File: src/rtl/hsds_pkg.sv
// Shared types and constants for the hierarchy shortest-distance sweep.
// No dependencies; imported by every module of the block.
`timescale 1ns / 1ps
`default_nettype none
package hsds_pkg;

    localparam int MAX_NODES   = 1024;
    localparam int MAX_EDGES   = 4096;
    localparam int MAX_TARGETS = 64;
    localparam int WEIGHT_BITS = 32;

    localparam int NODE_W  = 10;
    localparam int EADDR_W = 12;
    localparam int ECNT_W  = 13;
    localparam int SLOT_W  = 6;
    localparam int DIST_W  = 41;

    localparam logic [ECNT_W-1:0] EDGE_LIMIT = ECNT_W'(MAX_EDGES);
    localparam logic [10:0]       NODE_LIMIT = 11'(MAX_NODES);
    localparam logic [6:0]        TGT_LIMIT  = 7'(MAX_TARGETS);
    localparam logic [DIST_W-1:0] DIST_INF   = DIST_W'(1) << 40;
    localparam logic [DIST_W-1:0] DIST_MAX   = DIST_INF - DIST_W'(1);

    localparam logic [1:0] FUNC_EDGE   = 2'd0;
    localparam logic [1:0] FUNC_TARGET = 2'd1;
    localparam logic [1:0] FUNC_QUERY  = 2'd2;

    localparam logic [3:0] REG_NODE_COUNT   = 4'd0;
    localparam logic [3:0] REG_TARGET_COUNT = 4'd1;

    typedef struct packed {
        logic [1:0]  func;
        logic [9:0]  edge_tail;
        logic [9:0]  edge_head;
        logic [31:0] edge_weight;
        logic [5:0]  slot_index;
        logic [9:0]  target_node;
        logic [9:0]  source_node;
    } in_item_t;

    typedef struct packed {
        logic [5:0]  slot_out;
        logic [39:0] distance;
        logic        reachable;
        logic        last;
    } out_item_t;

    typedef struct packed {
        logic [NODE_W-1:0]      tail;
        logic [NODE_W-1:0]      head;
        logic [WEIGHT_BITS-1:0] weight;
    } edge_t;

    typedef struct packed {
        logic               load_edge;
        logic               set_tgt;
        logic               edge_rd;
        logic               edge_sel;    // 0 upward store, 1 downward store
        logic [EADDR_W-1:0] edge_addr;
        logic               port_a_tgt;
        logic               src_wr;
        logic [NODE_W-1:0]  src;
        logic               relax_en;
        logic               clr_wr;
        logic [NODE_W-1:0]  clr_addr;
        logic               tgt_rd;
        logic [SLOT_W-1:0]  tgt_addr;
        logic               out_load;
        logic               out_last;
        logic [10:0]        n_active;
    } cmd_t;

    typedef struct packed {
        logic [ECNT_W-1:0] up_cnt;
        logic [ECNT_W-1:0] dn_cnt;
        logic              relaxed;
    } status_t;

endpackage
`default_nettype wire

File: src/rtl/hsds_ctrl.sv
// Controller: configuration registers, sequencing of load, relax passes, report, clear.
// Depends on hsds_pkg; commands hsds_dpath through cmd_t.
`timescale 1ns / 1ps
`default_nettype none
module hsds_ctrl (
    input  wire logic               clk,
    input  wire logic               rst_n,
    input  wire logic               in_valid,
    output logic                    in_ready,
    input  wire hsds_pkg::in_item_t in_item,
    output logic                    out_valid,
    input  wire logic               out_ready,
    input  wire logic               cfg_valid,
    output logic                    cfg_ready,
    input  wire logic [3:0]         cfg_index,
    input  wire logic [31:0]        cfg_data,
    output hsds_pkg::cmd_t          cmd,
    input  wire hsds_pkg::status_t  status
);
    import hsds_pkg::*;

    typedef enum logic [10:0] {
        S_CLR  = 11'b00000000001,
        S_IDLE = 11'b00000000010,
        S_SRC  = 11'b00000000100,
        S_PASS = 11'b00000001000,
        S_ERD  = 11'b00000010000,
        S_DRD  = 11'b00000100000,
        S_UPD  = 11'b00001000000,
        S_TRD  = 11'b00010000000,
        S_ORD  = 11'b00100000000,
        S_OLD  = 11'b01000000000,
        S_OSND = 11'b10000000000
    } state_t;

    state_t            state_reg, state_next;
    logic [10:0]       nodes_reg, nodes_next;
    logic [6:0]        tgts_reg, tgts_next;
    logic [ECNT_W-1:0] j_reg, j_next;
    logic [6:0]        k_reg, k_next;
    logic [10:0]       clr_reg, clr_next;
    logic [NODE_W-1:0] src_reg, src_next;
    logic              phase_reg, phase_next;
    logic              chg_reg, chg_next;
    logic              ov_reg, ov_next;

    logic [10:0]       n_act;
    logic [6:0]        tc;
    logic [ECNT_W-1:0] cnt;
    logic              in_acc;

    assign n_act     = (nodes_reg > NODE_LIMIT) ? NODE_LIMIT : nodes_reg;
    assign tc        = (tgts_reg > TGT_LIMIT) ? TGT_LIMIT : tgts_reg;
    assign cnt       = phase_reg ? status.dn_cnt : status.up_cnt;
    assign in_ready  = (state_reg == S_IDLE);
    assign in_acc    = in_valid && in_ready;
    assign cfg_ready = 1'b1;
    assign out_valid = ov_reg;

    always_comb
    begin
        nodes_next = nodes_reg;
        tgts_next  = tgts_reg;
        if (cfg_valid)
        begin
            case (cfg_index)
                REG_NODE_COUNT:   nodes_next = cfg_data[10:0];
                REG_TARGET_COUNT: tgts_next  = cfg_data[6:0];
                default:          ;
            endcase
        end
    end

    always_comb
    begin
        state_next = state_reg;
        j_next     = j_reg;
        k_next     = k_reg;
        clr_next   = clr_reg;
        src_next   = src_reg;
        phase_next = phase_reg;
        chg_next   = chg_reg;
        ov_next    = ov_reg;

        cmd            = '0;
        cmd.n_active   = n_act;
        cmd.edge_sel   = phase_reg;
        cmd.edge_addr  = j_reg[EADDR_W-1:0];
        cmd.src        = src_reg;
        cmd.clr_addr   = clr_reg[NODE_W-1:0];
        cmd.tgt_addr   = k_reg[SLOT_W-1:0];
        cmd.out_last   = (k_reg + 7'd1 == tc);

        case (state_reg)
            S_CLR:
            begin
                cmd.clr_wr = 1'b1;
                clr_next   = clr_reg + 11'd1;
                if (clr_reg == NODE_LIMIT - 11'd1)
                begin
                    state_next = S_IDLE;
                end
            end
            S_IDLE:
            begin
                if (in_acc)
                begin
                    case (in_item.func)
                        FUNC_EDGE:   cmd.load_edge = 1'b1;
                        FUNC_TARGET: cmd.set_tgt   = 1'b1;
                        FUNC_QUERY:
                        begin
                            src_next   = in_item.source_node;
                            state_next = S_SRC;
                        end
                        default:     ;
                    endcase
                end
            end
            S_SRC:
            begin
                cmd.src_wr = (11'(src_reg) < n_act);
                j_next     = '0;
                phase_next = 1'b0;
                chg_next   = 1'b0;
                state_next = S_PASS;
            end
            S_PASS:
            begin
                if (j_reg < cnt)
                begin
                    state_next = S_ERD;
                end
                else if (chg_reg)
                begin
                    // repeat the pass until nothing improves
                    j_next   = '0;
                    chg_next = 1'b0;
                end
                else if (!phase_reg)
                begin
                    phase_next = 1'b1;
                    j_next     = '0;
                end
                else if (tc == 7'd0)
                begin
                    clr_next   = '0;
                    state_next = S_CLR;
                end
                else
                begin
                    k_next     = '0;
                    state_next = S_TRD;
                end
            end
            S_ERD:
            begin
                cmd.edge_rd = 1'b1;
                state_next  = S_DRD;
            end
            S_DRD:
            begin
                state_next = S_UPD;
            end
            S_UPD:
            begin
                cmd.relax_en = 1'b1;
                if (status.relaxed)
                begin
                    chg_next = 1'b1;
                end
                j_next     = j_reg + 1'b1;
                state_next = S_PASS;
            end
            S_TRD:
            begin
                cmd.tgt_rd = 1'b1;
                state_next = S_ORD;
            end
            S_ORD:
            begin
                cmd.port_a_tgt = 1'b1;
                state_next     = S_OLD;
            end
            S_OLD:
            begin
                cmd.out_load = 1'b1;
                ov_next      = 1'b1;
                state_next   = S_OSND;
            end
            S_OSND:
            begin
                if (out_ready)
                begin
                    ov_next = 1'b0;
                    if (k_reg + 7'd1 == tc)
                    begin
                        clr_next   = '0;
                        state_next = S_CLR;
                    end
                    else
                    begin
                        k_next     = k_reg + 7'd1;
                        state_next = S_TRD;
                    end
                end
            end
            default:
            begin
                state_next = S_CLR;
            end
        endcase
    end

    always_ff @(posedge clk or negedge rst_n)
    begin
        if (!rst_n)
        begin
            state_reg <= S_CLR;
            nodes_reg <= 11'd1024;
            tgts_reg  <= 7'd1;
            j_reg     <= '0;
            k_reg     <= '0;
            clr_reg   <= '0;
            src_reg   <= '0;
            phase_reg <= 1'b0;
            chg_reg   <= 1'b0;
            ov_reg    <= 1'b0;
        end
        else
        begin
            state_reg <= state_next;
            nodes_reg <= nodes_next;
            tgts_reg  <= tgts_next;
            j_reg     <= j_next;
            k_reg     <= k_next;
            clr_reg   <= clr_next;
            src_reg   <= src_next;
            phase_reg <= phase_next;
            chg_reg   <= chg_next;
            ov_reg    <= ov_next;
        end
    end

endmodule
`default_nettype wire

File: config.mk
export PLATFORM = sky130hd
export DESIGN_NAME = hsds_ctrl
export DESIGN_NICKNAME = d
export VERILOG_FILES = /design/src/rtl/hsds_pkg.sv /design/src/rtl/hsds_ctrl.sv
export SDC_FILE = /design/constraint.sdc
export NUM_CORES = 1
export LEC_CHECK = 0
export ABC_AREA = 1
export BUFFER_PORTS_ARGS = -buffer_cell sky130_fd_sc_hd__buf_2
export CORE_MARGIN = 4
export CORE_UTILIZATION = 49
export DETAILED_ROUTE_END_ITERATION = 8
export PLACE_DENSITY = 0.81
export SETUP_SLACK_MARGIN = 0.02
export SYNTH_ARGS = -nofsm -noshare
export SYNTH_HDL_FRONTEND = slang
export SYNTH_SLANG_ARGS = --single-unit
export TNS_END_PERCENT = 30
File: constraint.sdc
create_clock -name clk -period 2.9 [get_ports clk]
set_input_delay 0.435 -clock clk [delete_from_list [all_inputs] [get_ports clk]]
set_output_delay 0.435 -clock clk [all_outputs]
set_load 0.02 [all_outputs]
# [After elaboration in Yosys (flattened, before gate mapping)]
# Cells that the tools add are included.
[word_totals] regBits=73 inputBits=148 out_inout_bits=63
[op_classes] addsub=3 magnitude_cmp=4 n_eq_ne=31 mux=50 reduce_logical=20
[ops] op="$mux 11" n=14
[ops] op="$pmux 11 s10" n=1
[ops] op="$mux 13" n=4
[ops] op="$mux 7" n=7
[ops] op="$pmux 13 s3" n=1
[ops] op="$pmux 11 s3" n=1
[ops] op="$eq 11x10->1 const B" n=2
[ops] op="$ne 2x2->1 const B" n=10
[ops] op="$mux 8" n=2
[ops] op="$mux 1" n=14
[ops] op="$pmux 7 s2" n=1
[ops] op="$reduce_and 7->1" n=2
[ops] op="$add 13x1->13 const B" n=1
[ops] op="$lt 13x13->1" n=1
[ops] op="$reduce_and 3->1" n=4
[ops] op="$add 11x1->11 const B" n=1
[ops] op="$eq 11x1->1 const B" n=1
[ops] op="$eq 11x11->1 const B" n=1
[ops] op="$eq 11x2->1 const B" n=1
[ops] op="$eq 11x3->1 const B" n=1
[ops] op="$eq 11x4->1 const B" n=1
[ops] op="$eq 11x5->1 const B" n=1
[ops] op="$eq 11x6->1 const B" n=1
[ops] op="$eq 11x7->1 const B" n=1
[ops] op="other kinds (24)" n=34

# [Longest topological paths before layout]
[depth] depth_word=8 ltp_mapped=16 depth_no_buf=15

# [Worst setup path before layout]
# No wires, ideal clock.
[synth_path] path_type="reg2out" start="register nodes_reg[4]" end="output cmd[42] (netlist bit)" t_arrival_ns=2.468 slack_ns=-0.003 path_stages_with_launch=13 cell_sequence="dfrtp_1 > nor2_1 > nand4_1 > o21ai_0 > inv_1 > nor2_1 > inv_1 > ha_1 > nand2_1 > nor2_1 > a211oi_1 > nand2_1 > a21oi_1"
[synth_rtl] element="start, declared" line="hsds_ctrl.sv:37" source="logic [10:0] nodes_reg, nodes_next;"
[synth_rtl] element="start signal, assigned" line="hsds_ctrl.sv:233" source="nodes_reg <= nodes_next;"
[synth_rtl] element="end, declared" line="hsds_ctrl.sv:17" source="output hsds_pkg::cmd_t cmd,"

==> impl_summary.md <==
Floorplanning
During I/O placement, the number of pins put on the boundary was 211. The starting utilization of the core area is 0.5013. The standard-cell row count is 37. The die width is 110.5 microns.

The die is 110.5 microns tall. The floorplan step defined a core boundary enclosing 10280 sq um. The overall die area is 12220 sq um.

Global routing
The via count of the first global-routing pass was about 4500. The total global routing overflow is 0. Entering global routing, the biggest net connects between 70 and 80 pins. For this run, the total global-route usage over all layers was measured as 0.1932.

The initial antenna violation count is 0. The first global-routing pass estimated 20060 microns of wire.

Final layout
The number of non-filler instances in the completed layout is 926. The growth of design area from synthesis to finish is 15.81%. The final net count is ~960. The register with the most flip-flops in the layout has 13 of them. In the final layout, the share of cells above drive strength 1 is 0.2646.

For this run, the share of the core covered by cells in the final layout is 0.5806. Fill cells in the final layout number ~990. The number of antenna diodes in the final layout is 0. After routing the design area is slightly below 6000 sq um.

Setup path
The kind of capture point of the worst setup path is an output port. The startpoint class of the critical path is a flip-flop. The kind of critical path is flip-flop to output port.

The endpoint identified for the worst register-to-register timing path is j_reg[7]$_DFFE_PN0P_. The worst setup path endpoint is cmd[42]. In this run the number of cells on the critical path is 12. For the worst setup path, the data required time is between 2 and 2.5 ns. The largest incremental delay on the critical path is ~0.42 ns. On the critical path the largest part of the delay comes from compound AO/OA/AOI/OAI gates. The beginning of the critical path is nodes_reg[0]$_DFFE_PN0P_. The reg2reg setup slack is approximately 0.33 ns. The source of the worst register-to-register timing path is phase_reg$_DFFE_PN0P_. The critical path data arrival time is between 2 and 2.5 ns. On the critical path, the stage with the largest delay is an instance of dfrtp_1. Walking the worst path, the cells encountered are nor2_1, nand4_1, o21ai_2, buf_4, nand2_1, ha_4, a21oi_2, nor2_1, a211oi_1, nand2_1, a21oi_2, buf_6.

Counting both buffers and inverters, the worst setup path holds a total of 2. The highest fanout seen on the critical path is 4. Counting cells, the worst reg-to-reg path comes to 12.

Yosys
The proportion of register bits with asynchronous set or reset after synthesis is 1.000. The number of unique standard cell types used by synthesis is 42. In this run, synthesis inferred 0 flip-flops with an integrated enable. In the synthesized netlist, the number of instances is 686. The total nets after synthesis is 858. Of the synthesized area, sequential elements account for 0.3553. The combined area of all synthesized cells is 5152 sq um.

Counting flops and latches in the post-synthesis netlist gives 73. The biggest area contributor in the post-synthesis netlist is dfrtp_1. The share of synthesized area in the top cell type comes to 0.3400.

In the synthesized netlist the dominant register cell turns out to be dfrtp_1. The Yosys warning count is 0. By count the netlist is led by nand2_1 (173), inv_1 (96), dfrtp_1 (70), nor2_1 (53), nand3_1 (45).

Averaged over all synthesized cells, the footprint is 7.511 sq um. Yosys attributes the largest share of cell area to dfrtp_1 (34%), nand2_1 (13%), inv_1 (7.0%), ha_1 (5.8%), buf_4 (4.5%). The most repeated cell in the gate-level netlist after synthesis is nand2_1.

Placement
The number of cells after detailed placement is 907. In this run the cell area measured after placement is 5690 sq um. In this run the tool buffered the top-level ports with 120 buffer cells.

The detailed placer's ending HPWL is 9051 microns. The routability congestion estimate is 0.8554.

Routing
Wires add up to 11450 microns. The routed via count is about 4600. After detailed routing, the number of vias per cell comes to between 4 and 5. After detailed routing, the number of remaining DRC violations is 0. The count of nets left with antenna violations after detail routing is 0. The per-cell routed wire length is roughly 12 microns. The pre-antenna-repair detailed-routing pass consisted of 4 iterations. The first-iteration detailed-routing DRC count is 190.

Clocking
TritonCTS built the clock tree. The longest clock path from root to sink contains 2 buffers. The number of hold buffers added after CTS is 0. The clock latency of the later-clocked register in the worst-skew pair is 0.34 ns. The H-tree level count is 3. The tree is rooted in a clkbuf_8. The clock input transition at the sequential cells of the worst setup and hold paths is 0.07 ns. Counting every sink on the clock net gives 73. The number of buffers added by the clock tree synthesis step is 9.

Run
The tool flagged a number of max-cap violations equal to 0.

Pwr
The peak supply drop is 287.6 uV. Summed over all cells, the static leakage comes to 3.529 nW. The cell area power density is 401.0 nW/um^2.

Worst hold path
The type of the tightest min-delay check is primary input to async pin.

Status
The run finished with clean final reports.

STA
The transition time of the tightest slew-check pin is 0.9199 ns. Dividing the final minimum period by the clock period gives 0.9852. For the finished layout, the period the worst path requires is approximately 2.9 ns. Setup violations remaining at the end of the flow were counted as 0. Setup repair after global routing could not meet its margin everywhere. The remaining max-slew budget at the tightest pin is 0.3868. The number of max-slew violations in the final report was 0. The clock skew after layout is around 0.0062 ns. Timing would allow up to 350.0 MHz. The number of endpoints with negative hold slack in the final report is 0.
## cells in the final DEF, fill, tap and decap left out, types with 2 or more instances in the layout
cell	count
clkbuf_1	3
ha_4	2
a21oi_1	15
clkbuf_8	10
o21ai_0	34
nand4_1	7
nand2_1	173
a211oi_1	2
nand2_4	9
nand3_2	7
or2_2	2
nand3_1	45
inv_1	94
nand2_2	7
mux2i_1	12
xor2_1	10
inv_2	6
nor2_4	9
nor3b_1	2
nor2_1	49
dfrtp_1	70
mux2_2	11
nor2_2	5
clkinv_2	2
o21ai_1	3
a21oi_2	2
ha_1	22
nor3_1	21
buf_4	7
nor4_1	4
buf_2	118
and2_1	2
dfstp_2	3
nand3b_1	7
inv_4	2
## metal layers
metal / up-vias / routed length (microns) / global-route usage
met2: 119 / 5449 / 0.3297
met3: 15 / 683 / 0.04329
li1: 2365 / - / -
met1: 2061 / 5102 / 0.2404
met4: 0 / 211 / 0.06814
met5: - / 0 / 0
## worst min-delay path by stage
stage                                to  slack [ns]
2_1_floorplan       chg_reg$_DFFE_PN0P_        0.14
3_3_place_gp   nodes_reg[2]$_DFFE_PN0P_        0.47
3_5_place_dp   nodes_reg[6]$_DFFE_PN0P_        0.47
4_1_cts        state_reg[8]$_DFFE_PN0P_        0.26
5_1_grt        state_reg[8]$_DFFE_PN0P_        0.31
6_report       state_reg[9]$_DFFE_PN0P_        0.21
## what timing repair did
| item | 4_1_cts | 5_1_grt |
|---|---|---|
| gates cloned | 0 | 0 |
| pin swaps | 0 | 11 |
| buffers inserted | 1 | 2 |
| gates resized for setup | 5 | 11 |
| setup endpoints to repair | 1 | 1 |
## worst reg2reg max path: cells and delay by family (launching register included)
family                     cells  cell delay [ns]
buffers and inverters          2             0.33
AOI/OAI and AO/OA              3             0.44
adders and majority gates      1             0.26
muxes                          1             0.19
DFF                            1             0.61
and+or+nand+nor                5             0.65
## cell type report
type                    count  area [sq um]  area share
multi-input cells         473          2735      0.4584
flip-flops and latches     73          1831      0.3068
repair buffers            126         654.4      0.1097
inverters                 102         387.9     0.06500
well taps                 136         170.2     0.02852
clock buffers              13         148.9     0.02495
clock inverters             3         40.04    0.006710
## report_power, final
group | switching [W] | internal [W] | total [W]
Clock | 0.000359 | 0.000420 | 0.000779
Sequential | 0.0000525 | 0.00107 | 0.00113
Combinational | 0.000303 | 0.000185 | 0.000487
## cell families after synthesis
logic type,count (synthesis),synth area share
buf+inv,140,0.1258
flops,73,0.3553
compound gates,62,0.06435
fa+ha+maj,24,0.05828
simple gates,352,0.3295
other cells,1,0.0007278
xor+xnor,11,0.01870
mux,23,0.04735
## stage by stage
step	hold slack (ns)	total power, W	setup TNS, ns	setup slack [ns]
finish	0.2134	0.002393	0	0.04278
global route	0.3087	0.002548	-0.1205	-0.1205
CTS	0.2628	0.002392	0	0.02464
detailed placement	0.4734	0.001591	0	0.2640
global placement	0.4693	0.001578	0	0.3036
floorplan	0.1394	0.001422	0	0.02067
(Power assumes the default switching activity.)
